==> src/rtl/core/psgt_pkg.sv <==
`default_nettype none

package psgt_pkg;

	// Number of tracked streams; valid ids are 1 to NUM_STREAMS.
	localparam int NUM_STREAMS = 8;
	localparam int STREAM_IDX_W = (NUM_STREAMS > 1) ? $clog2(NUM_STREAMS) : 1;
	localparam logic [7:0] STREAM_ID_MAX = 8'(NUM_STREAMS);

	// Configuration register map.
	localparam int PADDR_W = 3;
	localparam logic REG_GAP_LIMIT = 1'b0;
	localparam logic [15:0] GAP_LIMIT_RESET = 16'd500;

	// Result classification of one packet header.
	typedef enum logic [1:0] {
		OUTCOME_IGNORED    = 2'd0,
		OUTCOME_FIRST      = 2'd1,
		OUTCOME_ACCEPTED   = 2'd2,
		OUTCOME_FALSE_SYNC = 2'd3
	} outcome_t;

	// Input beat: one received packet header.
	typedef struct packed {
		logic [7:0]  stream_id;
		logic [15:0] sequence_number;
	} item_t;

	// Output beat: classification and the stream's counters after the packet.
	typedef struct packed {
		outcome_t    outcome;
		logic [15:0] gap;
		logic [31:0] received_total;
		logic [31:0] lost_total;
		logic [31:0] false_sync_total;
	} result_t;

endpackage

`default_nettype wire

==> src/rtl/core/per_stream_sequence_gap_tracker.sv <==
// Per-stream sequence gap tracker.
// The item channel (item_valid, item_ready, item) carries packet headers: a
// stream id and a 16-bit sequence number. The result channel (result_valid,
// result_ready, result) returns exactly one beat per header, in order, with
// the outcome, the wrapping gap and that stream's three 32-bit counters.
// A header is captured in an input register; when the output register is
// free or being emptied, the stream table is read and updated and the
// result is written to the output register. Throughput is one header per
// cycle while results are taken: the table update is a single register
// write per beat, and the next header sees the updated entry directly.
// When the receiver stalls, the result holds and the input register keeps
// one more header; item_ready drops only while both are full.
// Reset clears every stream entry and both valid flags and sets gap_limit to
// 500. gap_limit is written through the APB port at byte address 0.
`default_nettype none

module per_stream_sequence_gap_tracker (
	input  wire logic                         clk,
	input  wire logic                         arst_n,
	input  wire logic                         item_valid,
	output logic                              item_ready,
	input  wire psgt_pkg::item_t              item,
	output logic                              result_valid,
	input  wire logic                         result_ready,
	output psgt_pkg::result_t                 result,
	input  wire logic                         psel,
	input  wire logic                         penable,
	input  wire logic                         pwrite,
	input  wire logic [psgt_pkg::PADDR_W-1:0] paddr,
	input  wire logic [31:0]                  pwdata,
	output logic      [31:0]                  prdata,
	output logic                              pready
);

	logic              valid_s1;
	psgt_pkg::item_t   item_s1;
	logic              advance;
	logic [15:0]       gap_limit;
	psgt_pkg::result_t result_d;

	psgt_cfg u_cfg (
		.clk       (clk),
		.arst_n    (arst_n),
		.psel      (psel),
		.penable   (penable),
		.pwrite    (pwrite),
		.paddr     (paddr),
		.pwdata    (pwdata),
		.prdata    (prdata),
		.pready    (pready),
		.gap_limit (gap_limit)
	);

	// Move the held header into the output register when that slot frees up.
	assign advance    = valid_s1 && (!result_valid || result_ready);
	assign item_ready = !valid_s1 || advance;

	// Input register.
	always_ff @(posedge clk or negedge arst_n) begin
		if (!arst_n) begin
			valid_s1 <= 1'b0;
		end else if (item_ready) begin
			valid_s1 <= item_valid;
		end
	end

	always_ff @(posedge clk) begin
		if (item_ready && item_valid) begin
			item_s1 <= item;
		end
	end

	psgt_table u_table (
		.clk       (clk),
		.arst_n    (arst_n),
		.upd_en    (advance),
		.item_s1   (item_s1),
		.gap_limit (gap_limit),
		.result_d  (result_d)
	);

	// Output register.
	always_ff @(posedge clk or negedge arst_n) begin
		if (!arst_n) begin
			result_valid <= 1'b0;
		end else if (advance) begin
			result_valid <= 1'b1;
		end else if (result_ready) begin
			result_valid <= 1'b0;
		end
	end

	always_ff @(posedge clk) begin
		if (advance) begin
			result <= result_d;
		end
	end

endmodule

`default_nettype wire

==> src/rtl/core/psgt_cfg.sv <==
`default_nettype none

module psgt_cfg (
	input  wire logic                         clk,
	input  wire logic                         arst_n,
	input  wire logic                         psel,
	input  wire logic                         penable,
	input  wire logic                         pwrite,
	input  wire logic [psgt_pkg::PADDR_W-1:0] paddr,
	input  wire logic [31:0]                  pwdata,
	output logic      [31:0]                  prdata,
	output logic                              pready,
	output logic      [15:0]                  gap_limit
);

	logic reg_sel;
	logic wr_en;

	// Register index is the word address; byte lanes are ignored.
	assign reg_sel = paddr[psgt_pkg::PADDR_W-1];
	assign wr_en   = psel && penable && pwrite;
	assign pready  = 1'b1;

	// Gap limit register.
	always_ff @(posedge clk or negedge arst_n) begin
		if (!arst_n) begin
			gap_limit <= psgt_pkg::GAP_LIMIT_RESET;
		end else if (wr_en && (reg_sel == psgt_pkg::REG_GAP_LIMIT)) begin
			gap_limit <= pwdata[15:0];
		end
	end

	// Read mux; unmapped addresses read as zero.
	always_comb begin
		unique case (reg_sel)
			psgt_pkg::REG_GAP_LIMIT: prdata = {16'b0, gap_limit};
			default:                 prdata = 32'b0;
		endcase
	end

endmodule

`default_nettype wire

==> src/rtl/core/psgt_table.sv <==
`default_nettype none

module psgt_table (
	input  wire logic             clk,
	input  wire logic             arst_n,
	input  wire logic             upd_en,
	input  wire psgt_pkg::item_t  item_s1,
	input  wire logic [15:0]      gap_limit,
	output psgt_pkg::result_t     result_d
);

	logic        seen_q  [psgt_pkg::NUM_STREAMS];
	logic [15:0] last_q  [psgt_pkg::NUM_STREAMS];
	logic [31:0] rcv_q   [psgt_pkg::NUM_STREAMS];
	logic [31:0] lost_q  [psgt_pkg::NUM_STREAMS];
	logic [31:0] fsync_q [psgt_pkg::NUM_STREAMS];

	logic                           id_ok;
	logic [7:0]                     id_m1;
	logic [psgt_pkg::STREAM_IDX_W-1:0] idx;
	logic                           seen;
	logic [15:0]                    raw_gap;
	logic [15:0]                    gap_eff;
	logic                           is_fsync;
	logic [31:0]                    rcv_nx;
	logic [31:0]                    lost_nx;
	logic [31:0]                    fsync_nx;

	// Decode the stream id and look up its entry.
	assign id_ok = (item_s1.stream_id != 8'd0) && (item_s1.stream_id <= psgt_pkg::STREAM_ID_MAX);
	assign id_m1 = item_s1.stream_id - 8'd1;
	assign idx   = id_m1[psgt_pkg::STREAM_IDX_W-1:0];
	assign seen  = seen_q[idx];

	// Wrapping gap and false sync check; a first packet has no gap.
	assign raw_gap  = item_s1.sequence_number - last_q[idx] - 16'd1;
	assign gap_eff  = seen ? raw_gap : 16'd0;
	assign is_fsync = seen && (raw_gap >= gap_limit);

	// Counter values after this packet.
	assign rcv_nx   = is_fsync ? rcv_q[idx] : rcv_q[idx] + 32'd1;
	assign lost_nx  = is_fsync ? lost_q[idx] : lost_q[idx] + {16'b0, gap_eff};
	assign fsync_nx = is_fsync ? fsync_q[idx] + 32'd1 : fsync_q[idx];

	// Per-stream state update.
	always_ff @(posedge clk or negedge arst_n) begin
		if (!arst_n) begin
			for (int k = 0; k < psgt_pkg::NUM_STREAMS; k++) begin
				seen_q[k]  <= 1'b0;
				last_q[k]  <= 16'd0;
				rcv_q[k]   <= 32'd0;
				lost_q[k]  <= 32'd0;
				fsync_q[k] <= 32'd0;
			end
		end else if (upd_en && id_ok) begin
			seen_q[idx]  <= 1'b1;
			rcv_q[idx]   <= rcv_nx;
			lost_q[idx]  <= lost_nx;
			fsync_q[idx] <= fsync_nx;
			if (!is_fsync) begin
				last_q[idx] <= item_s1.sequence_number;
			end
		end
	end

	// Result beat; an ignored id reports all zeros.
	always_comb begin
		if (!id_ok) begin
			result_d = '0;
			result_d.outcome = psgt_pkg::OUTCOME_IGNORED;
		end else begin
			if (!seen) begin
				result_d.outcome = psgt_pkg::OUTCOME_FIRST;
			end else if (is_fsync) begin
				result_d.outcome = psgt_pkg::OUTCOME_FALSE_SYNC;
			end else begin
				result_d.outcome = psgt_pkg::OUTCOME_ACCEPTED;
			end
			result_d.gap              = gap_eff;
			result_d.received_total   = rcv_nx;
			result_d.lost_total       = lost_nx;
			result_d.false_sync_total = fsync_nx;
		end
	end

endmodule

`default_nettype wire
==> config.mk <==
export PLATFORM = sky130hd
export DESIGN_NAME = per_stream_sequence_gap_tracker
export DESIGN_NICKNAME = d
export VERILOG_FILES = /design/src/rtl/core/psgt_pkg.sv /design/src/rtl/core/per_stream_sequence_gap_tracker.sv /design/src/rtl/core/psgt_cfg.sv /design/src/rtl/core/psgt_table.sv
export SDC_FILE = /design/constraint.sdc
export NUM_CORES = 2
export LEC_CHECK = 0
export BUFFER_PORTS_ARGS = -buffer_cell sky130_fd_sc_hd__buf_2
export CAP_MARGIN = 25
export CORE_ASPECT_RATIO = 1.5
export CORE_MARGIN = 2
export CORE_UTILIZATION = 67
export CTS_CLUSTER_SIZE = 12
export DETAILED_ROUTE_END_ITERATION = 7
export PLACE_DENSITY = 0.86
export SYNTH_ARGS = -nofsm -noshare
export SYNTH_HDL_FRONTEND = slang
export SYNTH_HIERARCHICAL = 1
export SYNTH_SLANG_ARGS = --single-unit
==> constraint.sdc <==
create_clock -name clk -period 18.35 [get_ports clk]
set_clock_uncertainty 0.2 [all_clocks]
set_input_delay 1.835 -clock clk [delete_from_list [all_inputs] [get_ports clk]]
set_output_delay 1.835 -clock clk [all_outputs]
set_load 0.05 [all_outputs]
; Word level (Yosys, flattened, before mapping)
; Cells that the tools add are included.
; Widths: inputs -> output; s select.
[op_classes]
add_sub_neg = 6
n_lt_le_gt_ge = 4
n_mux = 34
bitwise_logic = 4
reduce_logical = 17
[op_table]
columns = operator, count
row1 = $bwmux 256, 3
row2 = $mux 32, 10
row3 = $bmux 32 s3, 3
row4 = $bwmux 128, 1
row5 = $demux 32 s3, 1
row6 = $mux 16, 5
row7 = $add 32x1->32 const B, 2
row8 = $bmux 16 s3, 1
row9 = $demux 16 s3, 1
row10 = $add 32x16->32, 1
row11 = $ge 16x16->1, 1
row12 = $sub 16x1->16 const B, 1
row13 = $sub 16x16->16, 1
row14 = $logic_and 1x1->1, 9
row15 = $le 8x4->1 const B, 1
row16 = $or 8x8->8, 1
row17 = $reduce_bool 8->1, 1
row18 = $mux 1, 7
row19 = $ge 4x4->1 const B, 1
row20 = $lt 4x1->1 const B, 1
row21 = $not 3->4, 1
row22 = $reduce_and 2->1, 2
row23 = $bmux 1 s3, 1
row24 = $demux 1 s3, 1
row25 = 5 further kinds, 8
[totals]
regBits = 1060
inputBits = 66
output_inout_bits = 149
word_cells = 116

; Logic depth before layout (Yosys ltp)
[depth]
word_depth = 11
depth_mapped = 44
mapped_depth_nobuf = 27

; Modules after synthesis
; The synthesis kept the hierarchy.
[by_module_without_submodules]
columns = module, instances, cells_per_inst, area_per_inst_um2, seq_area_each_um2
row1 = psgt_table, 1, 4144, 44049.7, 22621.7
row2 = per_stream_sequence_gap_tracker, 1, 146, 4247.8, 4194.0
row3 = psgt_cfg, 1, 70, 907.1, 407.9

; Worst setup path before layout
; No wires, ideal clock.
[synth_timing]
path_type = reg-to-reg
from = register, netlist name item_s1[16]
to = register u_table/last_q[102] (netlist bit)
setup_ps = 125
arrival_time_ps = 9062
t_required_ps = 18025
path_slack_ps = 8963
path_stages_with_launch = 43
path_buffers = 20
synth_period_minus_slack_ps = 9387
path_cell_list = edfxtp_1 > buf_6 > buf_12 > buf_8 > buf_6 > inv_1 > buf_2 > buf_2 > buf_2 > ha_1 > xor2_1 > buf_6 > buf_6 > buf_4 > buf_4 > buf_4 > buf_4 > buf_4 > [... 7 more ...] > a21oi_1 > o21a_1 > o21a_1 > o41a_1 > a41oi_1 > nor4b_1 > nor3_1 > ha_1 > a21oi_1 > o21ai_0 > a21oi_1 > o21ai_1 > and2_1 > buf_2 > buf_1 > nor2_1 > clkbuf_1 > mux2_2
[synth_between]
elab_chain_len = 11
elab_cells_between_ends = 24
classes_between = add/sub: 3 / order compare: 4 / mux: 9 / bitwise: 2 / reduce/logical: 6
[synth_lines]
columns = element, line_no
row1 = $sub 3x1->3, psgt_table.sv:31  ; assign id_m1 = item_s1.stream_id - 8'd1;
row2 = $not 3->4 (implied by the code), "psgt_table.sv:33, psgt_table.sv:36, psgt_table.sv:61"
row3 = $bmux 16 s3, psgt_table.sv:36  ; assign raw_gap = item_s1.sequence_number - last_q[idx] - 16'd1;
row4 = $mux 16 (implied by the code) (2 in a row), psgt_table.sv:36
row5 = $sub 16x16->16, psgt_table.sv:36
row6 = $sub 16x1->16, psgt_table.sv:36
row7 = $ge 16x16->1, psgt_table.sv:38  ; assign is_fsync = seen && (raw_gap >= gap_limit);
row8 = $logic_and 1x1->1, psgt_table.sv:38
row9 = $not 1->1 (no source line), -
row10 = $reduce_and 2->1 (no source line), -
row11 = end signal: indexed assignment, psgt_table.sv:61  ; last_q[idx] <= item_s1.sequence_number;
row12 = end: declaration, psgt_table.sv:13  ; logic [15:0] last_q [psgt_pkg::NUM_STREAMS];
; Parallel ways exist; a longest one is shown, timed or not. The select of a mux whose other input is x is not followed.
; A chain may end at the register's enable or synchronous reset.

; Worst setup path after layout
[layout_timing]
from = register, netlist name item_s1[16]
to = register u_table/rcv_q[158] (netlist bit)
[layout_between]
elab_chain_len = 11
elab_cells_between_ends = 27
classes_between = add/sub: 4 / order compare: 4 / mux: 13 / bitwise: 1 / reduce/logical: 5
[layout_lines]
columns = element, line_no
row1 = $sub 3x1->3, psgt_table.sv:31
row2 = $not 3->4 (implied by the code), -
row3 = $bmux 16 s3, psgt_table.sv:36
row4 = $mux 16 (implied by the code) (2 in a row), psgt_table.sv:36
row5 = $sub 16x16->16, psgt_table.sv:36
row6 = $sub 16x1->16, psgt_table.sv:36
row7 = $ge 16x16->1, psgt_table.sv:38
row8 = $logic_and 1x1->1, psgt_table.sv:38
row9 = $mux 32, psgt_table.sv:41  ; assign rcv_nx = is_fsync ? rcv_q[idx] : rcv_q[idx] + 32'd1;
row10 = $bwmux 256, psgt_table.sv:57  ; rcv_q[idx] <= rcv_nx;
row11 = end signal: indexed assignment, psgt_table.sv:57
row12 = end: declaration, psgt_table.sv:14  ; logic [31:0] rcv_q [psgt_pkg::NUM_STREAMS];
; Parallel ways exist; a longest one is shown, timed or not. The select of a mux whose other input is x is not followed.

==> summary.txt <==
Clock network
  • Num CTS Buffers: 100
  • Clock sinks: roughly 1,100
  • Post-CTS Setup Inserts: 0
  • Worst-skew pair later-pin latency: 680 ps
  • Clk pin slew, worst setup/hold paths: about 60 ps
  • H-tree levels: 3
  • Bufs on Longest Clock Path: 3
  • Clock root cell: clkbuf_16
  • Post-cts resize count: 0
  • CTS tree: done
  • Hold buffer count at CTS: 0

GRT
  • GRT met1 Usage: a little over two fifths
  • Met3 Resource Use GR: under 10%
  • Tot GR Track Use: 34.8%
  • Most used routing layer: met2
  • Met2 Use GR: 58.5%
  • Vias in the first global route: 36,769
  • Initial antenna violation count: 3
  • Total grt overflow: 0
  • Largest net degree at the start of global routing: 191
  • First-pass GRT wire length: 203 mm

Run
  • Max cap viols: 0

Yosys
  • Syn. warnings: 6
  • Asr flop ratio synth: 87.0%
  • Synthesized area per cell: 11.3 um^2
  • Part of the Yosys area used for sequential elements: around 55%
  • EDFF count, synth: 138
  • Largest cells by area after synthesis: dfrtp_1 (47%), edfxtp_1 (8.4%), mux2_2 (6.8%)
  • Yosys top cell area share: 46.6%
  • FF+latch count, synth: roughly 1,100
  • Netlist Area Pre-Place: 0.0492 mm^2
  • Post-synthesis cell count: 4,360
  • Post-synth top area cell: dfrtp_1
  • Main synth FF type: dfrtp_1
  • Netlist cell types: 96

Run status
  • Status: finished, final reports clean

Die
  • Die height: 336 um
  • Core ar.: 0.0727 mm^2
  • # rows: around 120
  • Die area: ~0.076 mm^2
  • Die X: 225 um
  • # IOs: 215
  • Starting Density: 67.7%

Critical path
  • CP required: between 15,000 and 20,000 ps
  • Worst stage delay on the critical path: about 870 ps
  • Crit. End Element: flip-flop
  • Top delay family on crit path: compound AO/OA/AOI/OAI gates
  • CP most frequent cell: buf_4
  • WP buf/inv: 7
  • Worst path slowest cell: a2111oi_2
  • Worst Setup Start Kind: flip-flop
  • CP arrival: between 10,000 and 15,000 ps
  • Worst-path maximum fanout: 48
  • CP Class: flip-flop to flip-flop

Route
  • Antenna-violating nets left: 0
  • Vias: 35,895
  • First-iteration detailed-routing DRC count: 3,902
  • DRT Pass-1 Iters: 6
  • DRC: 0
  • Total Routed Length: between 100 and 150 mm
  • DR WL/cell: between 20 and 25 um
  • Via-to-Cell Ratio: 6.64

Final layout
  • Non-filler instance count after layout: 5,407
  • Most frequent cells in the layout: dfrtp_1 (916), nand2_1 (803), o21ai_0 (507), mux2_2 (297), buf_2 (178)
  • Area Overhead vs Synth: 8.89%
  • Nets: 4,547
  • Commonest non-fill, non-tap cell in the layout: dfrtp_1
  • Fillers: roughly 4,600
  • Share of cells above drive strength 1: around a fifth

STA
  • Hold WS: 272 ps
  • Max-slew violations: 0
  • Fmax: ~92 MHz
  • Slew @ Worst Pin: 1100 ps
  • Fin crit share: 59.2%
  • Final Hold Viols: 0
  • # setup viols final: 0
  • Max transition margin: 26.7%
  • TNS Setup: 0 ps
  • Min Clock Period, post-route: 10,870 ps
  • RSZ-0062 raised after global routing: no

Placed design
  • Post-DP HPWL: 75.7 mm
  • Cells after DPL: 5,237
  • PortBufs: 179
  • GP Congestion: 0.887

Worst hold path
  • Hold Crit Class: flip-flop to flip-flop

Power
  • PwrDens: 93.7 mW/mm^2
  • Worst VDD drop: 0.0854 mV
  • Leakage: 23.9 nW
## cell usage after synthesis, drive strengths merged, types with 5 or more instances
master / instances
nor4b: 11
a22oi: 56
or2: 6
a21o: 8
dfrtp: 916
nor2b: 18
buf: 127
nand4: 24
nor3b: 5
nor3: 45
o21ai: 612
a221oi: 21
o31ai: 67
and3: 23
nand2b: 22
nand3: 57
a32oi: 10
and4: 10
nor4: 17
xnor2: 58
nand4b: 6
o211ai: 11
mux4: 108
nor2: 166
and2: 28
a21oi: 67
inv: 63
a31oi: 27
a211oi: 6
dfstp: 6
xor2: 32
nand3b: 9
nand2: 805
o21a: 7
clkbuf: 189
ha: 55
and2b: 6
mux2: 307
mux2i: 144
edfxtp: 138
a22o: 9
## logic make-up (layout without fill, tap and decap cells)
| group | Yosys count | in the layout | share of synthesized area, % |
|---|---|---|---|
| AOI/OAI and AO/OA | 940 | 940 | 11.1 |
| xor gates and xnor gates | 90 | 90 | 1.69 |
| adders and majority gates | 57 | 57 | 1.48 |
| buffers and inverters | 379 | 486 | 3.74 |
| DFF | 1060 | 1060 | 55.3 |
| muxes | 559 | 559 | 15.0 |
| other | 2 | 20 | 0.0153 |
| and+or+nand+nor | 1273 | 1273 | 11.6 |
## per-stage QoR
stage | setup WS, ps | area [um^2] | util [%] | power [mW]
finish | 7480 | 53600 | 73.7 | 5.02
global route | 7050 | 53600 | 73.7 | 5.17
CTS | 7820 | 53400 | 73.5 | 5.03
detailed placement | 7810 | 50500 | 69.5 | 3.14
global placement | 8030 | 50500 | 69.5 | 3.12
floorplan | 8960 | 49300 | - | 2.93
## power breakdown
| group | switching, mW | internal [mW] | leakage [nW] | total [mW] |
|---|---|---|---|---|
| logic | 0.443 | 0.168 | 8.38 | 0.612 |
| registers | 0.0458 | 2.46 | 14.2 | 2.51 |
| clock network | 0.855 | 1.05 | 1.38 | 1.90 |
## final timing paths
| path | from | endpoint | slack [ps] | cells after the start |
|---|---|---|---|---|
| max reg2reg | item_s1[16] | u_table/rcv_q[158] | 7480 | 31 |
| max | item_s1[16] | u_table/rcv_q[158] | 7480 | 31 |
| min in group asynchronous | arst_n | u_table/last_q[49] | 1020 | 1 |
| min | u_table/seen_q[0] | u_table/seen_q[0] | 270 | 1 |
| min reg2reg | u_table/seen_q[0] | u_table/seen_q[0] | 270 | 1 |
| max in group asynchronous | arst_n | u_table/fsync_q[232] | 14180 | 5 |
## flip-flops by register name, summed over array words and instances, names as in the netlist
signal,count
item_s1,24
u_table/lost_q,256
valid_s1,1
u_table/seen_q,8
u_table/rcv_q,256
u_table/last_q,128
result,114
u_table/fsync_q,256
u_cfg/gap_limit,16
result_valid,1
## area by class of cell
type | instances | area (um^2) | area share [%]
flip-flops and latches | 1060 | 27200 | 50.8
multi-input cells | 2936 | 20400 | 38.0
clock buffers | 153 | 2780 | 5.20
repair buffers | 263 | 1710 | 3.19
well taps | 922 | 1150 | 2.15
inverters | 63 | 238 | 0.444
clock inverters | 7 | 86.3 | 0.161
diodes | 3 | 7.51 | 0.0140
## worst register-to-register path: cells and delay by family, from the launching register on
family                   cells  cell delay [ps]
buffers and inverters        7             2600
adder cells (fa/ha/maj)      3             1570
AND/OR/NAND/NOR              7             2340
flip-flops                   1              330
AO/OA/AOI/OAI               14             3700
## routing by layer
metal	wire, um	part of all wire [%]
met5	13	0.010
met1	46100	36
met2	64400	50
met3	10800	8.4
met4	8470	6.5
No activity file was read; power rests on OpenSTA's default activity.
